**src/sv/synchronous_epoch_folder_core_macros.svh**
```systemverilog
// ----------------------------------------------------------------------------
// synchronous_epoch_folder_core_macros.svh
// assertion macros used by the epoch folder datapath
// ----------------------------------------------------------------------------
`ifndef SYNCHRONOUS_EPOCH_FOLDER_CORE_MACROS_SVH
`define SYNCHRONOUS_EPOCH_FOLDER_CORE_MACROS_SVH

// same-cycle implication on clk, off during reset
`define SEF_ASSERT_NOW(label, ante, cons, msg) \
	label: assert property (@(posedge clk) disable iff (!arst_n) (ante) |-> (cons)) \
		else $error(msg);

// next-cycle implication on clk, off during reset
`define SEF_ASSERT_NEXT(label, ante, cons, msg) \
	label: assert property (@(posedge clk) disable iff (!arst_n) (ante) |=> (cons)) \
		else $error(msg);

`endif

```
**src/sv/sef_pkg.sv**
```systemverilog
// ----------------------------------------------------------------------------
// sef_pkg
// types and constants shared by the epoch folder controller and datapath
// ----------------------------------------------------------------------------
package sef_pkg;

	localparam int CFG_IDX_W = 1;

	localparam logic [CFG_IDX_W-1:0] REG_FOLDING       = 1'b0;
	localparam logic [CFG_IDX_W-1:0] REG_VECTOR_LENGTH = 1'b1;

	typedef enum logic [1:0] {
		S_IDLE,
		S_SUM,
		S_DIV,
		S_OUT
	} state_t;

	typedef struct packed {
		logic capture;
		logic acc_write;
		logic div_start;
		logic div_step;
		logic out_load;
	} cmd_t;

	typedef struct packed {
		logic last_fold;
		logic div_last;
		logic out_free;
	} status_t;

endpackage

```
**src/sv/sef_ctrl.sv**
```systemverilog
// ----------------------------------------------------------------------------
// sef_ctrl
// sequencer for accumulate, divide and result hand-off
// ----------------------------------------------------------------------------
module sef_ctrl (
	input  logic             clk,
	input  logic             arst_n,
	input  logic             sample_valid,
	output logic             sample_stall,
	input  sef_pkg::status_t status,
	output sef_pkg::cmd_t    cmd
);
	import sef_pkg::*;

	state_t state_q;
	state_t state_d;

	always_ff @(posedge clk or negedge arst_n) begin
		if (!arst_n) begin
			state_q <= S_IDLE;
		end else begin
			state_q <= state_d;
		end
	end

	always_comb begin
		state_d = state_q;
		case (state_q)
			S_IDLE: begin
				if (sample_valid) state_d = S_SUM;
			end
			S_SUM: begin
				state_d = status.last_fold ? S_DIV : S_IDLE;
			end
			S_DIV: begin
				if (status.div_last) state_d = S_OUT;
			end
			S_OUT: begin
				if (status.out_free) state_d = S_IDLE;
			end
			default: state_d = S_IDLE;
		endcase
	end

	always_comb begin
		cmd          = '0;
		sample_stall = 1'b1;
		case (state_q)
			S_IDLE: begin
				sample_stall = 1'b0;
				cmd.capture  = sample_valid;
			end
			S_SUM: begin
				cmd.acc_write = !status.last_fold;
				cmd.div_start = status.last_fold;
			end
			S_DIV: begin
				cmd.div_step = 1'b1;
			end
			S_OUT: begin
				cmd.out_load = status.out_free;
			end
			default: begin
				sample_stall = 1'b1;
			end
		endcase
	end

endmodule

```
**config.mk**
```make
export PLATFORM = sky130hd
export DESIGN_NAME = sef_ctrl
export DESIGN_NICKNAME = d
export VERILOG_FILES = /design/src/sv/synchronous_epoch_folder_core_macros.svh /design/src/sv/sef_pkg.sv /design/src/sv/sef_ctrl.sv
export SDC_FILE = /design/constraint.sdc
export NUM_CORES = 1
export LEC_CHECK = 0
export BUFFER_PORTS_ARGS = -buffer_cell sky130_fd_sc_hd__buf_2
export CELL_PAD_IN_SITES_DETAIL_PLACEMENT = 0
export CELL_PAD_IN_SITES_GLOBAL_PLACEMENT = 1
export CORE_AREA = 2 2 39 41
export CTS_CLUSTER_DIAMETER = 120
export CTS_CLUSTER_SIZE = 24
export DETAILED_ROUTE_END_ITERATION = 10
export DIE_AREA = 0 0 41 43
export HOLD_SLACK_MARGIN = 0.15
export PLACE_DENSITY_LB_ADDON = 0.2
export SLEW_MARGIN = 25
export SYNTH_ARGS = -nofsm -noshare
export SYNTH_HDL_FRONTEND = slang
export SYNTH_SLANG_ARGS = --single-unit
export TNS_END_PERCENT = 5
```
**constraint.sdc**
```tcl
create_clock -name clk -period 1.5 [get_ports clk]
set_clock_uncertainty 0.1 [all_clocks]
set_input_delay 0.3 -clock clk [delete_from_list [all_inputs] [get_ports clk]]
set_output_delay 0.3 -clock clk [all_outputs]
set_load 0.01 [all_outputs]
```
==> flow_summary.toml, run 1 <==
[synthesis]
ys_seq_area_share_pct = 40.0
ys_warn_count = 0
synth_fp_nets = 18
syn_avg_cell_area_um2 = 10.4
synth_area_um2 = 125
ys_types = 11
synth_seq_cells = 2
synth_cells = 12

[drt]
vias = 148
firstDrtPassIters = 2
routedWlPerCell_um = 9.95
drc = 0
wl_um = 428
vias_per_cell = 3.44
drt_iter0_drc = 3
drtAntennaViolNets = 0

[timing]
slew_violations = 0
hold_viol = 0
fin_crit_ns = 1.48
setup_viol = 0
max_freq_mhz = 676
finalCritPeriodShare_pct = 98.7
grt_setup_unrepaired = "true"
tightest_slew_ns = 0.183
slew_headroom_pct = 87.8

[finish]
utilization_pct = 17.5
antenna_cells = 0
synthToLayoutAreaGrowth_pct = 93.0
layout_commonest_cell = "buf_2"
layout.nets = 35
layout.cells.non_filler = 43
final_area_um2 = 241
mostFrequentLayoutCells = "buf_2, clkbuf_4, dfrtp_2"
drive_above_1_share_pct = 66.7
fill_cells = 161

[global_route]
antenna_found_initial = 0
grt_pass1_vias = 134
grt_max_degree = 9
grt_overflow = 0
grt_usage_pct = 5.72
grt_pass1_wl_um = 531

[pwr]
leakage_nw = 0.126
clkPwrFrac_pct = 26.0
power_frac_seq_pct = 32.6
p_comb_share_pct = 41.4
power.density_mw_per_mm2 = 1910
netSwitchingFraction_pct = 38.6
fin_total_pwr_uw = 462
irDropWorstVdd_uv = 515
p_int_uw = 283
switching_power_uw = 178

[setup_path]
path_delay_family = "flip-flops"
r2r_slack_ns = 0.38
worst-path-buf-inv = 1
r2r-start = "state_q[0]$_DFFE_PN0P_"
critPathLaunchType = "flop"
crit_type = "flop to output pin"
cpMaxStageDelayCell = "dfrtp_2"
max_stage_delay_ns = 0.45
arrival_ns = 1.08
worstPathMaxFanout = 8
rr_endpoint = "state_q[0]$_DFFE_PN0P_"
reg2regPathDepth = 2
required_ns = 1.10
cp_cell_sequence = "nor3b_4 > buf_2"
worstSetupEndpointType = "output pin"

[cts]
numCtsBuffers = 3
cts_setup_buffers = 0
cts_sinks = 2
root_buffer = "clkbuf_4"
cts_tree = "built"
htreeDepth = 1
clk_pin_slew_ns = 0.03
clock_latency_ns = 0.22
cts_buffer_depth = 2

[place]
io_buffers = 11
place_area_um2 = 200
placed_cells = 39
gp_congestion = 0.537

[floorplan]
core_area_mm2 = 0.00138
dieArea_mm2 = 0.00176
ios = 12
start_util_pct = 9.04
die_y_um = 43
fp.dieW_um = 41
num_rows = 14

[job]
max_cap_viol_count = 0

[worst_hold_path]
min_path_type = "input port to async pin"

[status]
status = "completed"
==> routing by layer <==
| metal | track usage, % | up-vias | share of wire, % |
|---|---|---|---|
| met2 | 5.63 | 12 | 40 |
| met1 | 5.79 | 61 | 46 |
| met4 | 12.0 | 0 | 2.1 |
| met5 | 0 | - | 0 |
| li1 | - | 73 | - |
| met3 | 1.57 | 2 | 12 |
==> per-stage QoR <==
step / setup TNS (ns) / hold slack [ns] / worst slack [ns]
finish: 0 / 0.280 / 0.0198
global route: -0.0312 / 0.290 / -0.0222
CTS: 0 / 0.269 / 0.00434
detailed placement: 0 / -0.0133 / 0.246
global placement: 0 / -0.0149 / 0.274
floorplan: 0 / -0.0956 / 0.336
==> power by group through the flow <==
| stage | combinational (mW) | sequential (mW) | clock [mW] |
|---|---|---|---|
| after floorplan | 0.116 | 0.118 | 0 |
| after global placement | 0.186 | 0.128 | 0 |
| after detailed placement | 0.186 | 0.133 | 0 |
| after CTS | 0.188 | 0.135 | 0.130 |
| after global routing | 0.213 | 0.154 | 0.137 |
| final | 0.191 | 0.150 | 0.120 |
==> cells in the mapped netlist (all sizes together) <==
| library cell | count | share of area [%] |
|---|---|---|
| a31o | 1 | 7.0 |
| or2 | 2 | 10 |
| nor3b | 2 | 16 |
| dfrtp | 2 | 40 |
| and3b | 1 | 7.0 |
| nand2 | 1 | 3.0 |
| a21o | 1 | 6.0 |
| and3 | 1 | 6.0 |
| nor2b | 1 | 5.0 |
==> area by class of cell <==
type                    count  area, um2  share of cell area (%)
multi-input cells          10       81.3                    33.7
repair buffers             12       65.1                    26.9
flip-flops and latches      2       52.6                    21.8
clock buffers               3       22.5                    9.33
well taps                  16       20.0                    8.29
==> worst max path at each step <==
stage / start / end / slack (ns) / depth (start not counted)
3_5_place_dp: flop / cmd[4] / 0.25 / 2
5_1_grt: flop / cmd[4] / -0.02 / 2
4_1_cts: state_q[0]$_DFFE_PN0P_ / cmd[4] / 0.004 / 2
6_report: flop / cmd[4] / 0.02 / 2
3_3_place_gp: flop / cmd[4] / 0.27 / 2
2_1_floorplan: flop / cmd[3] / 0.34 / 1
==> logic make-up after synthesis <==
kind of cell     after synthesis  share of synthesized area [%]
AND/OR/NAND/NOR                8                           47.0
flip-flops                     2                           40.0
AO/OA/AOI/OAI                  2                           13.0
==> what timing repair did <==
item	in CTS	in global routing
endpoints found under the setup margin	1	3
resized for setup	1	2
hold endpoints to repair	2	0
pin swaps	1	1
hold buffers	1	0
Power figures use the tool's default switching activity.
==> run 2, diff against run 1 <==
--- a/config.mk
+++ b/config.mk
@@ -9,12 +9,14 @@
 export CELL_PAD_IN_SITES_DETAIL_PLACEMENT = 0
 export CELL_PAD_IN_SITES_GLOBAL_PLACEMENT = 1
 export CORE_AREA = 2 2 39 41
+export CTS_BUF_LIST = sky130_fd_sc_hd__clkbuf_8
 export CTS_CLUSTER_DIAMETER = 120
 export CTS_CLUSTER_SIZE = 24
 export DETAILED_ROUTE_END_ITERATION = 10
 export DIE_AREA = 0 0 41 43
 export HOLD_SLACK_MARGIN = 0.15
 export PLACE_DENSITY_LB_ADDON = 0.2
+export RECOVER_POWER = 100
 export SLEW_MARGIN = 25
 export SYNTH_ARGS = -nofsm -noshare
 export SYNTH_HDL_FRONTEND = slang
==> run 2 against run 1 <==
Final cell count stayed put; die area stayed put; utilization is 1.3 points higher; sequential cell count stayed put; combinational power hardly changed; total power is 20% higher; setup slack better by 0.0086 ns; worst hold slack better by 0.019 ns; register-to-register slack hardly changed; fmax is 0.58% higher.
==> flow_summary.toml, run 2 (synthesis gave the netlist of run 1 again) <==
[setup_path]
max_stage_delay_ns = 0.45
arrival_ns = 1.07
worstPathMaxFanout = 8
path_delay_family = "flip-flops"
critPathLaunchType = "flop"
required_ns = 1.10
crit_type = "flop to output pin"
cp_cell_sequence = "nor3b_4 > buf_2"
cpMaxStageDelayCell = "dfrtp_2"
worstSetupEndpointType = "output pin"
worst-path-buf-inv = 1
r2r_slack_ns = 0.38

[pwr]
power.density_mw_per_mm2 = 2140
netSwitchingFraction_pct = 34.2
clkPwrFrac_pct = 38.5
switching_power_uw = 189
irDropWorstVdd_uv = 682
p_comb_share_pct = 34.6
power_frac_seq_pct = 26.9
p_int_uw = 364
leakage_nw = 0.131
fin_total_pwr_uw = 554

[place]
gp_congestion = 0.537
io_buffers = 11
post-place-ws_ns = 0.246

[global_route]
grt_max_degree = 9
grt_pass1_vias = 133
grt_overflow = 0
antenna_found_initial = 0
grt_usage_pct = 5.63
grt_pass1_wl_um = 517

[worst_hold_path]
min_path_type = "input port to async pin"

[finish]
mostFrequentLayoutCells = "buf_2, clkbuf_8, dfrtp_2"
drive_above_1_share_pct = 63.0
synthToLayoutAreaGrowth_pct = 107
fill_cells = 160
multi_input_area_um2 = 81.3
layout.nets = 35
final-seq-area_um2 = 52.6
layout_commonest_cell = "buf_2"
antenna_cells = 0

[timing]
tightest_slew_ns = 0.186
setup_viol = 0
finalCritPeriodShare_pct = 98.1
slew_headroom_pct = 87.6
hold_viol = 0
finalWorstSetupSlack_ns = 0.0284
max_freq_mhz = 680
worst_hold_slack_ns = 0.299
slew_violations = 0
fin_crit_ns = 1.47

[drt]
vias = 153
firstDrtPassIters = 1
vias_per_cell = 3.56
wl_um = 437
routedWlPerCell_um = 10.2
drtAntennaViolNets = 0
drc = 0
drt_iter0_drc = 0

[cts]
htreeDepth = 1
cts_setup_buffers = 0
clock_latency_ns = 0.21
root_buffer = "clkbuf_8"
cts_buffer_depth = 2
cts_sinks = 2
cts_tree = "built"
numCtsBuffers = 3
clk_pin_slew_ns = 0.03

[floorplan]
dieArea_mm2 = 0.00176
die_y_um = 43
num_rows = 14
ios = 12
start_util_pct = 9.04
fp.dieW_um = 41
core_area_mm2 = 0.00138

[job]
max_cap_viol_count = 0

[status]
status = "completed"
==> run 2: path summary, 6_finish.rpt <==
path                            depth (start not counted)                      to              startpoint
worst max register to register                          2  state_q[0]$_DFFE_PN0P_  state_q[0]$_DFFE_PN0P_
worst min register to register                          1                    flop                    flop
max in group asynchronous                               2               async pin                  arst_n
worst min-delay path                                    2  state_q[0]$_DFFE_PN0P_                  arst_n
min in group clk                                        3                    flop               status[0]
worst max-delay path                                    2                  cmd[4]  state_q[0]$_DFFE_PN0P_
==> run 2: final cells by class <==
class                   instances  area share (%)
clock buffers                   3            15.9
multi-input cells              10            31.4
repair buffers                 12            24.6
flip-flops and latches          2            20.3
well taps                      16            7.73
==> run 2: power groups by stage <==
stage               registers (mW)  clock network (mW)  logic [mW]
floorplan                    0.118                   0       0.116
global placement             0.128                   0       0.186
detailed placement           0.133                   0       0.186
CTS                          0.132               0.222       0.188
global route                 0.154               0.226       0.213
finish                       0.149               0.213       0.191
==> run 2: routing by layer <==
layer,global-route usage [%],share of wire (%),up-vias
li1,-,-,74
met1,5.48,46,61
met2,5.63,36,14
met3,1.57,12,4
met4,12.0,5.7,0
met5,0,0,-
==> run 2: worst register-to-register path: stages, from the launching register on <==
cell	delay [ns]
dfrtp_2	0.45
or2_0	0.23
a31o_1	0.22
==> run 2: repair_timing <==
item,in CTS,in global routing
hold buffers,1,0
hold endpoints to repair,2,0
gates resized for setup,0,3
setup endpoints to repair,0,1
==> run 2: metrics by stage <==
stage / util (%) / area (um2) / TNS [ns] / instances
CTS: 18.2 / 251 / 0 / 43
detailed placement: 14.5 / 200 / 0 / 39
finish: 18.7 / 259 / 0 / 43
global route: 18.7 / 259 / -0.00571 / 43
floorplan: - / 125 / 0 / 12
global placement: 14.5 / 200 / 0 / 39
==> run 3, diff against run 2 <==
==> constraint.sdc (replaced) <==
create_clock -name clk -period 1.4 [get_ports clk]
set_clock_uncertainty 0.1 [all_clocks]
set_input_delay 0.28 -clock clk [delete_from_list [all_inputs] [get_ports clk]]
set_output_delay 0.28 -clock clk [all_outputs]
set_load 0.01 [all_outputs]
==> run 3 against run 2 <==
Total power is 14% higher; wire length is 1.6% lower; die area stayed put; non-clock buffer count is 3 higher; final cell count is 7.0% higher; largest power group is now combinational logic; sequential share of layout area is 1.9 points lower; first-iteration DRC count stayed put; count of clock-buffer cells in the layout stayed put; the run now ends with negative setup slack left; sequential cell count stayed put.
==> flow_summary.toml, run 3 (synthesis gave the netlist of run 1 again) <==
[cts]
cts_tree = "built"
htreeDepth = 1
clk_pin_slew_ns = 0.03
cts_sinks = 2
root_buffer = "clkbuf_8"
clock_latency_ns = 0.21
cts_buffer_depth = 2
numCtsBuffers = 3

[setup_path]
path_delay_family = "flip-flops"
crit_type = "flop to output pin"
cp_cell_sequence = "and3b_1 > buf_2"
worstSetupEndpointType = "output pin"
cpMaxStageDelayCell = "dfrtp_2"
arrival_ns = 1.05
critPathLaunchType = "flop"
required_ns = 1.02
worstPathMaxFanout = 8
max_stage_delay_ns = 0.45
worst-path-buf-inv = 1

[global_route]
grt_pass1_vias = 146
top_usage_layer = "met1"
antenna_found_initial = 0
grt_pass1_wl_um = 607
met2_usage_pct = 4.69
grt_overflow = 0
grt_usage_pct = 5.92
gr-usage-met1_pct = 8.33
met3_usage_pct = 3.14
grt_max_degree = 9

[worst_hold_path]
min_path_type = "input port to async pin"

[floorplan]
fp.dieW_um = 41
die_y_um = 43
num_rows = 14
start_util_pct = 9.04
ios = 12
dieArea_mm2 = 0.00176
core_area_mm2 = 0.00138

[drt]
vias_per_cell = 3.46
routedWlPerCell_um = 9.35
drc = 0
wl_um = 430
vias = 159
firstDrtPassIters = 1
drt_iter0_drc = 0
drtAntennaViolNets = 0

[timing]
fin_crit_ns = 1.43
setup_viol = 2
grt_setup_unrepaired = "true"
finalWorstSetupSlack_ns = -0.0277
slew_headroom_pct = 88.6
slew_violations = 0
finalCritPeriodShare_pct = 102
hold_viol = 0
max_freq_mhz = 700
tightest_slew_ns = 0.170
worst_hold_slack_ns = 0.286

[finish]
layout.cells.non_filler = 46
antenna_cells = 0
synthToLayoutAreaGrowth_pct = 129
layout_commonest_cell = "buf_2"
mostFrequentLayoutCells = "buf_2, clkbuf_8, buf_4"
layout.nets = 38
drive_above_1_share_pct = 70.0

[pwr]
irDropWorstVdd_uv = 510
power.density_mw_per_mm2 = 2200
leakage_nw = 0.149

[place]
gp_congestion = 0.539
io_buffers = 11
placed_cells = 39

[job]
max_cap_viol_count = 0

[status]
status = "complete, but fails checks"
violations = "negative setup slack"
run 3: changes by cell type in the layout (fill, tap and decap cells not counted):
| cell | change |
|---|---|
| nor3b_1 | -1 |
| buf_4 | +3 |
| nor3b_2 | +1 |
run 3: where the power goes:
group / total, mW / switching, mW / internal, mW
combinational: 0.247 / 0.0968 / 0.150
sequential: 0.161 / 0.0677 / 0.0930
clock: 0.224 / 0.0422 / 0.182
run 3: path summary, 6_finish.rpt:
check | start | endpoint | slack [ns] | cells after the start
setup / recovery | flop | cmd[2] | -0.03 | 2
hold / removal | arst_n | state_q[0]$_DFFE_PN0P_ | 0.29 | 2
setup reg to reg | flop | state_q[0]$_DFFE_PN0P_ | 0.14 | 5
hold reg to reg | flop | flop | 0.51 | 1
max in group asynchronous | arst_n | async pin | 0.77 | 2
min in group clk | status[0] | flop | 0.31 | 3
run 3: timing repair:
action | CTS | global route
setup buffers | 3 | 0
gates resized for setup | 2 | 2
pin swaps | 1 | 2
setup endpoints to repair | 4 | 4
hold buffers | 1 | 0
endpoints found under the hold margin | 2 | 0
run 3: per-stage QoR:
step | area (um2) | utilization, % | total power [mW] | setup slack (ns) | TNS (ns)
4_1_cts | 277 | 20.0 | 0.621 | -0.0260 | -0.0603
3_5_place_dp | 200 | 14.5 | 0.342 | 0.178 | 0
3_3_place_gp | 200 | 14.5 | 0.337 | 0.192 | 0
5_1_grt | 287 | 20.7 | 0.682 | -0.0826 | -0.204
2_1_floorplan | 125 | - | 0.251 | 0.256 | 0
6_report | 287 | 20.7 | 0.631 | -0.0277 | -0.0472
run 3: per-layer routing:
layer | vias to the layer above | share of wire (%)
li1 | 80 | -
met1 | 67 | 48
met2 | 12 | 35
met3 | 0 | 17
met4 | 0 | 0
met5 | - | 0
run 3: layout make-up:
| class | instances | area [um2] |
|---|---|---|
| flip-flops and latches | 2 | 52.6 |
| well taps | 16 | 20.0 |
| repair buffers | 15 | 86.3 |
| multi-input cells | 10 | 86.3 |
| clock buffers | 3 | 41.3 |
| fillers | 159 | 1100 |
